<file path="config.mk">
export PLATFORM = sky130hd
export DESIGN_NAME = tx_descriptor_ring_allocator_core
export DESIGN_NICKNAME = d
export VERILOG_FILES = /design/src/rtl/core/txdra_pkg.sv /design/src/rtl/core/txdra_cfg.sv /design/src/rtl/core/txdra_slot_mem.sv /design/src/rtl/core/txdra_engine.sv /design/src/rtl/core/tx_descriptor_ring_allocator_core.sv
export SDC_FILE = /design/constraint.sdc
export NUM_CORES = 2
export LEC_CHECK = 0
export BUFFER_PORTS_ARGS = -buffer_cell sky130_fd_sc_hd__clkbuf_2
export CORE_MARGIN = 4
export CORE_UTILIZATION = 35
export DETAILED_ROUTE_END_ITERATION = 16
export SLEW_MARGIN = 30
export SYNTH_ARGS = -nofsm -noshare
export SYNTH_HDL_FRONTEND = slang
export SYNTH_SLANG_ARGS = --single-unit
export TNS_END_PERCENT = 100
</file>
<file path="constraint.sdc">
create_clock -name clk -period 15.92 [get_ports clk]
set_input_delay 0.796 -clock clk [delete_from_list [all_inputs] [get_ports clk]]
set_output_delay 0.796 -clock clk [all_outputs]
set_load 0.02 [all_outputs]
</file>
<file path="src/rtl/core/txdra_pkg.sv">
package txdra_pkg;

  // Configuration register indexes
  localparam int unsigned CFG_IDX_W = 3;
  localparam logic [CFG_IDX_W-1:0] CFG_DESC_CAP  = 3'd0;
  localparam logic [CFG_IDX_W-1:0] CFG_BUF_CAP   = 3'd1;
  localparam logic [CFG_IDX_W-1:0] CFG_ADDR_MASK = 3'd2;
  localparam logic [CFG_IDX_W-1:0] CFG_RING_MASK = 3'd3;
  localparam int unsigned CFG_DATA_W = 32;

  // Input modes
  localparam logic MODE_REQUEST  = 1'b0;
  localparam logic MODE_COMPLETE = 1'b1;

  // Reset values of the configuration registers
  localparam logic [8:0]  DESC_CAP_RST  = 9'd256;
  localparam logic [15:0] BUF_CAP_RST   = 16'd1024;
  localparam logic [31:0] ADDR_MASK_RST = 32'h0000_ffff;
  localparam logic [7:0]  RING_MASK_RST = 8'hff;

  // Line accounting and thresholds
  localparam logic [6:0]  LINE_PAD    = 7'd126;
  localparam int unsigned LINE_SHIFT  = 6;
  localparam logic [15:0] MAX_LEN_OK  = 16'd1514;
  localparam logic [5:0]  STOP_LINES  = 6'd32;
  localparam logic [3:0]  WAKE_DESC   = 4'd8;
  localparam logic [7:0]  WAKE_LINES  = 8'd128;

  typedef struct packed {
    logic [8:0]  desc_cap;
    logic [15:0] buf_cap;
    logic [31:0] addr_mask;
    logic [7:0]  ring_mask;
  } cfg_t;

  typedef struct packed {
    logic        mode;
    logic [15:0] packet_length;
    logic [1:0]  egress_port;
    logic [63:0] dma_address;
  } item_t;

  typedef struct packed {
    logic        accepted;
    logic [7:0]  ring_index;
    logic [63:0] descriptor_low_word;
    logic [63:0] descriptor_high_word;
    logic        stop_queue;
    logic        wake_queue;
    logic        oversize;
  } result_t;

  typedef struct packed {
    logic        en;
    logic [7:0]  index;
    logic [10:0] lines;
  } slot_wr_t;

  function automatic logic [15:0] port_code(input logic [1:0] port);
    logic [15:0] code;
    unique case (port)
      2'd0: code = 16'h0102;
      2'd1: code = 16'h0408;
      2'd2: code = 16'h1020;
      2'd3: code = 16'h4080;
      default: code = 16'h0102;
    endcase
    return code;
  endfunction

endpackage

</file>
<file path="src/rtl/core/txdra_cfg.sv">
module txdra_cfg (
  input  logic                               clk,
  input  logic                               rst_n,
  input  logic                               cfg_we,
  input  logic [txdra_pkg::CFG_IDX_W-1:0]    cfg_index,
  input  logic [txdra_pkg::CFG_DATA_W-1:0]   cfg_data,
  output txdra_pkg::cfg_t                    cfg
);
  import txdra_pkg::*;

  cfg_t cfg_r;

  always_ff @(posedge clk) begin
    if (!rst_n) begin
      cfg_r.desc_cap  <= DESC_CAP_RST;
      cfg_r.buf_cap   <= BUF_CAP_RST;
      cfg_r.addr_mask <= ADDR_MASK_RST;
      cfg_r.ring_mask <= RING_MASK_RST;
    end else if (cfg_we) begin
      // Writes to unused indexes are dropped
      case (cfg_index)
        CFG_DESC_CAP:  cfg_r.desc_cap  <= cfg_data[8:0];
        CFG_BUF_CAP:   cfg_r.buf_cap   <= cfg_data[15:0];
        CFG_ADDR_MASK: cfg_r.addr_mask <= cfg_data[31:0];
        CFG_RING_MASK: cfg_r.ring_mask <= cfg_data[7:0];
        default: ;
      endcase
    end
  end

  assign cfg = cfg_r;

endmodule

</file>
<file path="src/rtl/core/txdra_slot_mem.sv">
module txdra_slot_mem #(
  parameter int RING_DEPTH = 256
) (
  input  logic                  clk,
  input  txdra_pkg::slot_wr_t   slot_wr,
  input  logic [7:0]            rd_index,
  output logic [10:0]           rd_lines
);
  import txdra_pkg::*;

  localparam int AW = (RING_DEPTH > 1) ? $clog2(RING_DEPTH) : 1;

  logic [10:0]   mem [RING_DEPTH];
  logic [10:0]   rd_lines_r;
  logic [AW-1:0] wr_addr;
  logic [AW-1:0] rd_addr;

  // Reduce a ring index modulo the depth by conditional subtraction
  function automatic logic [AW-1:0] slot_addr(input logic [7:0] idx);
    logic [7:0] v;
    v = idx;
    for (int k = 7; k >= 0; k--) begin
      if ((RING_DEPTH << k) <= 255) begin
        if (v >= 8'(RING_DEPTH << k)) begin
          v = v - 8'(RING_DEPTH << k);
        end
      end
    end
    return AW'(v);
  endfunction

  assign wr_addr = slot_addr(slot_wr.index);
  assign rd_addr = slot_addr(rd_index);

  // Prefetch the slot the next completion frees; forward a same-cycle write
  always_ff @(posedge clk) begin
    if (slot_wr.en) begin
      mem[wr_addr] <= slot_wr.lines;
    end
    if (slot_wr.en && (wr_addr == rd_addr)) begin
      rd_lines_r <= slot_wr.lines;
    end else begin
      rd_lines_r <= mem[rd_addr];
    end
  end

  assign rd_lines = rd_lines_r;

endmodule

</file>
<file path="src/rtl/core/txdra_engine.sv">
module txdra_engine (
  input  logic                 clk,
  input  logic                 rst_n,
  input  txdra_pkg::cfg_t      cfg,
  input  logic                 fire,
  input  txdra_pkg::item_t     item,
  input  logic [10:0]          rd_lines,
  output txdra_pkg::result_t   result,
  output txdra_pkg::slot_wr_t  slot_wr,
  output logic [7:0]           rd_index_nxt
);
  import txdra_pkg::*;

  logic [31:0] bwa_r, bwa_nxt;
  logic [7:0]  dwi_r, dwi_nxt;
  logic [7:0]  cri_r, cri_nxt;
  logic [8:0]  du_r, du_nxt;
  logic [16:0] lu_r, lu_nxt;

  logic [10:0] lines;
  logic [9:0]  du_p1;
  logic [17:0] lu_sum;
  logic        admit;
  logic [8:0]  du_new;
  logic [16:0] lu_new;
  logic [31:0] bwa_new;
  logic [31:0] fixed;
  logic [7:0]  dwi_new;
  logic [7:0]  cri_new;
  logic [16:0] lu_free;
  logic [8:0]  du_free;
  logic        stop;
  logic        wake;
  logic        is_req;

  always_comb begin
    is_req  = (item.mode == MODE_REQUEST);
    lines   = 11'((17'(item.packet_length) + 17'(LINE_PAD)) >> LINE_SHIFT);
    du_p1   = 10'(du_r) + 10'd1;
    lu_sum  = 18'(lu_r) + 18'(lines);
    admit   = (du_p1 <= 10'(cfg.desc_cap)) && (lu_sum <= 18'(cfg.buf_cap));
    du_new  = du_p1[8:0];
    lu_new  = lu_sum[16:0];
    bwa_new = (bwa_r + {15'd0, lines, 6'd0}) & cfg.addr_mask;
    fixed   = bwa_r + {26'd0, item.dma_address[5:0]};
    dwi_new = (dwi_r + 8'd1) & cfg.ring_mask;
    stop    = !(((10'(du_new) + 10'd1) <= 10'(cfg.desc_cap)) &&
                ((18'(lu_new) + 18'(STOP_LINES)) <= 18'(cfg.buf_cap)));

    cri_new = (cri_r + 8'd1) & cfg.ring_mask;
    lu_free = (lu_r > 17'(rd_lines)) ? (lu_r - 17'(rd_lines)) : 17'd0;
    du_free = (du_r != 9'd0) ? (du_r - 9'd1) : 9'd0;
    wake    = ((10'(du_free) + 10'(WAKE_DESC)) <= 10'(cfg.desc_cap)) &&
              ((18'(lu_free) + 18'(WAKE_LINES)) <= 18'(cfg.buf_cap));

    result = '0;
    if (is_req) begin
      result.oversize = (item.packet_length > MAX_LEN_OK);
      if (admit) begin
        result.accepted             = 1'b1;
        result.ring_index           = dwi_r;
        result.descriptor_low_word  = {item.packet_length, port_code(item.egress_port),
                                       fixed};
        result.descriptor_high_word = item.dma_address;
        result.stop_queue           = stop;
      end
    end else begin
      result.accepted   = 1'b1;
      result.ring_index = cri_r;
      result.wake_queue = wake;
    end

    bwa_nxt = bwa_r;
    dwi_nxt = dwi_r;
    cri_nxt = cri_r;
    du_nxt  = du_r;
    lu_nxt  = lu_r;
    if (fire) begin
      if (is_req) begin
        if (admit) begin
          bwa_nxt = bwa_new;
          dwi_nxt = dwi_new;
          du_nxt  = du_new;
          lu_nxt  = lu_new;
        end
      end else begin
        cri_nxt = cri_new;
        du_nxt  = du_free;
        lu_nxt  = lu_free;
      end
    end

    slot_wr.en    = fire && is_req && admit;
    slot_wr.index = dwi_r;
    slot_wr.lines = lines;
    rd_index_nxt  = cri_nxt;
  end

  always_ff @(posedge clk) begin
    if (!rst_n) begin
      bwa_r <= '0;
      dwi_r <= '0;
      cri_r <= '0;
      du_r  <= '0;
      lu_r  <= '0;
    end else begin
      bwa_r <= bwa_nxt;
      dwi_r <= dwi_nxt;
      cri_r <= cri_nxt;
      du_r  <= du_nxt;
      lu_r  <= lu_nxt;
    end
  end

endmodule

</file>
<file path="src/rtl/core/tx_descriptor_ring_allocator_core.sv">
// Transmit descriptor ring allocator with packet-buffer line credits.
// Input channel (in_valid / in_stall): one transfer is either a transmit
// request (in_mode 0: length, egress port, DMA address) or a completion
// event (in_mode 1, other fields ignored). Output channel (out_valid /
// out_stall): exactly one result transfer per input transfer, in order.
// Configuration: cfg_we writes cfg_data into register cfg_index (0 ring
// capacity, 1 buffer lines, 2 buffer address mask, 3 ring index mask);
// write only while no transfer is in flight.
// Path: an input transfer lands in the input register, is evaluated from
// there, and its result is registered into the output register when the
// evaluation stage advances; a stalled output can hold it in between.
// Throughput: one item per cycle while out_stall is low; the line-count
// table read is prefetched into a register for the next completion slot,
// so the table port never limits the rate.
// Reset (rst_n low, synchronous): pointers and usage counts clear, config
// registers return to their defaults, both channels empty. The line-count
// table is not cleared. While out_stall holds back a valid result, the
// evaluation stage keeps its item and in_stall rises once it is occupied.
module tx_descriptor_ring_allocator_core #(
  parameter int RING_DEPTH = 256
) (
  input  logic                              clk,
  input  logic                              rst_n,
  input  logic                              in_valid,
  output logic                              in_stall,
  input  logic                              in_mode,
  input  logic [15:0]                       in_packet_length,
  input  logic [1:0]                        in_egress_port,
  input  logic [63:0]                       in_dma_address,
  output logic                              out_valid,
  input  logic                              out_stall,
  output logic                              out_accepted,
  output logic [7:0]                        out_ring_index,
  output logic [63:0]                       out_descriptor_low_word,
  output logic [63:0]                       out_descriptor_high_word,
  output logic                              out_stop_queue,
  output logic                              out_wake_queue,
  output logic                              out_oversize,
  input  logic                              cfg_we,
  input  logic [txdra_pkg::CFG_IDX_W-1:0]   cfg_index,
  input  logic [txdra_pkg::CFG_DATA_W-1:0]  cfg_data
);
  import txdra_pkg::*;

  cfg_t     cfg;
  item_t    item_r;
  logic     item_valid_r, item_valid_nxt;
  result_t  res_r;
  result_t  res;
  logic     out_valid_r, out_valid_nxt;
  logic     advance;
  logic     take;
  slot_wr_t slot_wr;
  logic [7:0]  rd_index_nxt;
  logic [10:0] rd_lines;

  // Evaluate the held item when the output register is free or drains now
  assign advance  = item_valid_r && (!out_valid_r || !out_stall);
  assign in_stall = item_valid_r && !advance;
  assign take     = in_valid && !in_stall;

  always_comb begin
    item_valid_nxt = item_valid_r;
    if (take) begin
      item_valid_nxt = 1'b1;
    end else if (advance) begin
      item_valid_nxt = 1'b0;
    end
    out_valid_nxt = out_valid_r;
    if (advance) begin
      out_valid_nxt = 1'b1;
    end else if (!out_stall) begin
      out_valid_nxt = 1'b0;
    end
  end

  always_ff @(posedge clk) begin
    if (!rst_n) begin
      item_valid_r <= 1'b0;
      out_valid_r  <= 1'b0;
    end else begin
      item_valid_r <= item_valid_nxt;
      out_valid_r  <= out_valid_nxt;
    end
  end

  // Payload registers: load on transfer, hold otherwise
  always_ff @(posedge clk) begin
    if (take) begin
      item_r.mode          <= in_mode;
      item_r.packet_length <= in_packet_length;
      item_r.egress_port   <= in_egress_port;
      item_r.dma_address   <= in_dma_address;
    end
    if (advance) begin
      res_r <= res;
    end
  end

  txdra_cfg u_cfg (
    .clk       (clk),
    .rst_n     (rst_n),
    .cfg_we    (cfg_we),
    .cfg_index (cfg_index),
    .cfg_data  (cfg_data),
    .cfg       (cfg)
  );

  txdra_engine u_engine (
    .clk          (clk),
    .rst_n        (rst_n),
    .cfg          (cfg),
    .fire         (advance),
    .item         (item_r),
    .rd_lines     (rd_lines),
    .result       (res),
    .slot_wr      (slot_wr),
    .rd_index_nxt (rd_index_nxt)
  );

  txdra_slot_mem #(
    .RING_DEPTH (RING_DEPTH)
  ) u_slot_mem (
    .clk      (clk),
    .slot_wr  (slot_wr),
    .rd_index (rd_index_nxt),
    .rd_lines (rd_lines)
  );

  assign out_valid                = out_valid_r;
  assign out_accepted             = res_r.accepted;
  assign out_ring_index           = res_r.ring_index;
  assign out_descriptor_low_word  = res_r.descriptor_low_word;
  assign out_descriptor_high_word = res_r.descriptor_high_word;
  assign out_stop_queue           = res_r.stop_queue;
  assign out_wake_queue           = res_r.wake_queue;
  assign out_oversize             = res_r.oversize;

endmodule

</file>
==> results <==
- The worst min-delay path class is input pin to register.
- Data arrives at the worst endpoint at 10.15 ns.
- Across every metal layer, demand over resource in global routing totals 17.0%.
- Dividing the detail-routed via count by the number of cells gives 5.42.
- The category of the worst setup path capture point is a register.
- The clock latency on the worst-skew pair is 0.89 ns.
- In this run the tightest slew margin relative to its limit is 33.3%.
- The leakage power of the design is 44.5 nW.
- Combinational logic burns 11.7% of the power.
- In the finished design, the share of the clock period the worst path needs comes to 60.8%.
- The switching power total is 4.69 mW.
- In the synthesized netlist the dominant register cell turns out to be sky130_fd_sc_hd__edfxtp_1.
- The number of buffers between clock root and the deepest sink is 4.
- Final hold analysis gives a worst-case slack of 0.105 ns.
- The register clock-pin slew on the reported worst setup and hold paths is 0.06 ns.
- For the finished layout, the period the worst path requires is 9.68 ns.
- After synthesis, flip-flops and latches occupy 73.8% of the total area.
- Row generation in the floorplan step produced 221 rows.
- The setup path with the least slack is of type register to register.
- For met1 alone, demand over resource in global routing was 24.5%.
- The type of origin of the critical path is a register.
- The overall die area is 373000 um^2.
- The share of layout cells above drive strength 1 is 29.1%.
- The y dimension of the die is 611 um.
- After layout, the design draws a total of 19.3 mW.
- Synthesis instantiated 81 different standard cells from the library.
- The routed layout has 64000 vias.
- The met3 track demand over resource in global routing is 2.88%.
- The tree is rooted in a sky130_fd_sc_hd__clkbuf_16.
- The storage element area is 93900 um^2.
- The H-tree level count is 5.
- The core region area is 362000 um^2.
- IR analysis of the VDD net gives a maximum drop of 96.3 uV.
- The first detailed-routing pass took 6 iterations.
- For the worst setup path, the data required time is 16.38 ns.
- The area share of the largest cell type after synthesis is 71.4%.
- By area the synthesized netlist is led by sky130_fd_sc_hd__edfxtp_1, sky130_fd_sc_hd__mux4_2, sky130_fd_sc_hd__dfxtp_1, sky130_fd_sc_hd__ha_1, sky130_fd_sc_hd__nor2_1.
- The run finished with clean final reports.
- In the routed design, unresolved DRC markers number 0.
- Internal power comes to 14.6 mW.
- The maximum clock skew at final layout is 0.0819 ns.
- The instance area at placement is 135000 um^2.
- Summing all non-filler instances in the final layout gives an area of 146000 um^2.
- Adding up every negative setup slack in the final design gives 0 ns.
- The final weighted congestion of routability-driven global placement is 0.892.
- The estimated wirelength of the detail-placed design is 197000 um.
- The number of max-slew violations in the final report came to 0.
- The post-synthesis instance total is 6341.
- In the global route stage, met2 resource usage came out at 26.4%.
- Global routing finished with a remaining overflow of 0.
- The tool flagged a number of max-cap violations equal to 0.
- After synthesis, the share of flip-flops with an asynchronous set or reset is 0%.
- Relative to the synthesized area, the layout overhead comes to 14.6%.
- Setup repair after global routing left no endpoint under its margin.
- The post-synthesis register bit count is 3176.
- Wires add up to 323000 um.
- The number of clock buffers inserted by TritonCTS is 330.
- From left edge to right edge, the die measures 611 um.
- Setup violations remaining at the end of the flow were counted as 0.
- TritonCTS built the clock tree.
- The clock network burns 39.5% of the power.
- The slew at the pin closest to its max-slew limit is 1.00 ns.
- For this configuration, the core starts out at a cell density of 35.1%.
- The largest net degree at the start of global routing is 197.
- For this run, the top clock speed supported by timing is 103 MHz.
- The average wire per standard cell is 27.3 um.
- The remaining antenna violation count is 0.
- The final hold violation count is 0.
- The number of design-rule violations left by the first detailed-router iteration is 7228.
- The count of buffers added by post-CTS timing repair for setup is 0.
- The global routing stage identified its most utilized layer as met2.
- The cell taking the most area after synthesis is sky130_fd_sc_hd__edfxtp_1.
- The number of cells upsized or downsized after cts is 0.
- A synthesized cell averages 20.1 um^2.
- The largest fanout of any net on the critical path is 79.
- The combined area of all synthesized cells is 127000 um^2.
- The number of global-route vias before repair is 64600.
- After filler insertion, the fill cell instance count of the layout stands at 31800.
- The area of the multi-input gates is 31900 um^2.
- The count of buffers added on input and output ports is 256.
- The number of antenna violations at the first check in global routing came to 10.
- In the final design database the tool counted 7028 nets.
- The number of sinks on the clock net is 3176.
- The power per unit of standard cell area is 132 nW/um^2.
- The number of top-level design ports is 265.
- The sequential share of power is 48.8%.
- The number of flops mapped to enable cells by yosys is 3027.
- In this run switching power makes up 24.4% of total power.
- Hold repair after CTS inserted 0 buffers.
- The first global-routing pass estimated 469000 um of wire.
- The count of yosys warnings during synthesis is 0.
==> power groups by stage <==
stage | clock [mW] | sequential [mW] | combinational (mW)
detailed placement | 0 | 9.57 | 2.24
finish | 7.61 | 9.40 | 2.25
CTS | 7.77 | 9.39 | 2.24
global placement | 0 | 9.57 | 2.20
floorplan | 0 | 9.64 | 1.51
global route | 8.13 | 9.40 | 2.46
==> logic make-up after synthesis <==
family,synth area share (%)
xor+xnor,0.681
buf+inv,1.56
mux,16.3
fa+ha+maj,1.25
compound gates,2.19
simple gates,4.27
other cells,0.00295
flops,73.8
==> state kept, by name, summed over array words and instances, names as in the netlist, named ones only <==
register / flops
out_oversize: 1
u_engine.lu_r: 17
out_descriptor_low_word: 52
u_engine.dwi_r: 8
out_descriptor_high_word: 64
out_valid: 1
out_wake_queue: 1
u_cfg.cfg: 65
u_engine.bwa_r: 32
out_stop_queue: 1
item_r: 83
u_slot_mem.mem: 2816
out_accepted: 1
out_ring_index: 8
item_valid_r: 1
u_engine.du_r: 9
u_engine.cri_r: 8
==> critical path, cell delays in order, from the launching register on <==
cell                       delay, ns
sky130_fd_sc_hd__edfxtp_1       0.41
sky130_fd_sc_hd__or4_1          0.55
sky130_fd_sc_hd__or3_1          0.47
sky130_fd_sc_hd__nand3_1        0.21
sky130_fd_sc_hd__nor2_1         0.14
sky130_fd_sc_hd__and3_1         0.30
sky130_fd_sc_hd__nand3_1        0.16
sky130_fd_sc_hd__xnor2_2        0.13
sky130_fd_sc_hd__buf_6          0.62
sky130_fd_sc_hd__ha_1           0.42
sky130_fd_sc_hd__and2_1         0.21
sky130_fd_sc_hd__nor2b_1        0.19
sky130_fd_sc_hd__or2_0          0.24
sky130_fd_sc_hd__o21a_1         0.23
sky130_fd_sc_hd__nand2_1        0.10
sky130_fd_sc_hd__xor2_1         0.43
sky130_fd_sc_hd__inv_1          0.12
sky130_fd_sc_hd__ha_1           0.32
sky130_fd_sc_hd__and3_1         0.20
sky130_fd_sc_hd__nand4_1        0.15
sky130_fd_sc_hd__nor4_1         0.33
sky130_fd_sc_hd__o211ai_1       0.17
sky130_fd_sc_hd__nor2_1         0.26
sky130_fd_sc_hd__and3_2         0.27
sky130_fd_sc_hd__buf_4          0.71
sky130_fd_sc_hd__nand3_4        0.84
sky130_fd_sc_hd__nor2_1         1.03
==> routing by layer <==
layer / vias to the layer above / share of wire (%)
li1: 26800 / -
met1: 33900 / 43
met2: 2849 / 46
met3: 477 / 7.6
met4: 4 / 3.2
met5: - / 0.0099
==> path summary, 6_finish.rpt <==
path	startpoint	to	slack (ns)	cells past startpoint
setup / recovery	item_r[71]	u_slot_mem.mem[117][2]	6.24	26
hold / removal	in_dma_address[29]	item_r[29]	0.11	1
setup reg to reg	item_r[71]	u_slot_mem.mem[117][2]	6.24	26
hold reg to reg	u_cfg.cfg[24]	u_cfg.cfg[24]	0.46	2
==> area by class of cell <==
cell class | count | area share [%]
Antenna cell | 1 | 0.00172
Tap cell | 4794 | 4.11
Sequential cell | 3176 | 64.4
Multi-Input combinational cell | 2745 | 21.9
Timing Repair Buffer | 450 | 2.17
Clock inverter | 192 | 1.34
Inverter | 77 | 0.202
Clock buffer | 391 | 5.92
==> cell usage after synthesis, types with 5 or more instances <==
cell type	instances
sky130_fd_sc_hd__nand4b_1	11
sky130_fd_sc_hd__o211ai_1	19
sky130_fd_sc_hd__nand2_1	292
sky130_fd_sc_hd__a311oi_1	5
sky130_fd_sc_hd__mux4_2	880
sky130_fd_sc_hd__a211oi_2	7
sky130_fd_sc_hd__nand4_1	31
sky130_fd_sc_hd__buf_1	35
sky130_fd_sc_hd__mux2i_1	34
sky130_fd_sc_hd__clkbuf_1	175
sky130_fd_sc_hd__buf_6	18
sky130_fd_sc_hd__or2_2	8
sky130_fd_sc_hd__nand2b_1	14
sky130_fd_sc_hd__a211oi_1	56
sky130_fd_sc_hd__nor4_1	16
sky130_fd_sc_hd__dfxtp_1	149
sky130_fd_sc_hd__o21a_1	7
sky130_fd_sc_hd__nand3_4	13
sky130_fd_sc_hd__and2_1	93
sky130_fd_sc_hd__a31oi_1	14
sky130_fd_sc_hd__inv_1	76
sky130_fd_sc_hd__o211a_1	8
sky130_fd_sc_hd__xor2_1	43
sky130_fd_sc_hd__o22ai_1	24
sky130_fd_sc_hd__nor3_1	29
sky130_fd_sc_hd__nand3_1	108
sky130_fd_sc_hd__nor2_1	381
sky130_fd_sc_hd__or3_1	11
sky130_fd_sc_hd__a22o_1	10
sky130_fd_sc_hd__nand3b_1	13
sky130_fd_sc_hd__mux2_2	51
sky130_fd_sc_hd__a21o_1	26
sky130_fd_sc_hd__nor3b_1	10
sky130_fd_sc_hd__a21oi_1	141
sky130_fd_sc_hd__ha_1	121
sky130_fd_sc_hd__buf_2	91
sky130_fd_sc_hd__o31ai_1	5
sky130_fd_sc_hd__edfxtp_1	3027
sky130_fd_sc_hd__xnor2_1	56
sky130_fd_sc_hd__nor2b_1	41
sky130_fd_sc_hd__and3_1	32
sky130_fd_sc_hd__buf_4	27
sky130_fd_sc_hd__o21ai_0	56
==> cell usage in the layout, fill, tap and decap left out, types with 14 or more instances in the layout <==
cell type,count
sky130_fd_sc_hd__a211oi_1,56
sky130_fd_sc_hd__a21o_1,26
sky130_fd_sc_hd__a21oi_1,141
sky130_fd_sc_hd__a31oi_1,14
sky130_fd_sc_hd__and2_1,93
sky130_fd_sc_hd__and3_1,31
sky130_fd_sc_hd__buf_12,15
sky130_fd_sc_hd__buf_4,157
sky130_fd_sc_hd__bufinv_16,33
sky130_fd_sc_hd__clkbuf_1,52
sky130_fd_sc_hd__clkbuf_16,336
sky130_fd_sc_hd__clkbuf_2,256
sky130_fd_sc_hd__clkinv_1,61
sky130_fd_sc_hd__clkinv_2,56
sky130_fd_sc_hd__clkinvlp_4,18
sky130_fd_sc_hd__dfxtp_1,143
sky130_fd_sc_hd__edfxtp_1,3027
sky130_fd_sc_hd__ha_1,121
sky130_fd_sc_hd__inv_1,74
sky130_fd_sc_hd__mux2_2,51
sky130_fd_sc_hd__mux2i_1,33
sky130_fd_sc_hd__mux4_2,880
sky130_fd_sc_hd__nand2_1,288
sky130_fd_sc_hd__nand2b_1,14
sky130_fd_sc_hd__nand3_1,100
sky130_fd_sc_hd__nand4_1,31
sky130_fd_sc_hd__nor2_1,269
sky130_fd_sc_hd__nor2_2,114
sky130_fd_sc_hd__nor2b_1,40
sky130_fd_sc_hd__nor3_1,28
sky130_fd_sc_hd__nor4_1,16
sky130_fd_sc_hd__o211ai_1,19
sky130_fd_sc_hd__o21ai_0,56
sky130_fd_sc_hd__o22ai_1,24
sky130_fd_sc_hd__xnor2_1,50
sky130_fd_sc_hd__xor2_1,40
==> through the flow <==
stage	cells	util [%]	setup WS, ns
floorplan	6348	-	2.10
global placement	11200	37.2	5.87
detailed placement	11200	37.2	6.24
CTS	11800	40.1	6.19
global route	11800	40.3	5.70
finish	11800	40.3	6.24
(Power assumes the default switching activity.)
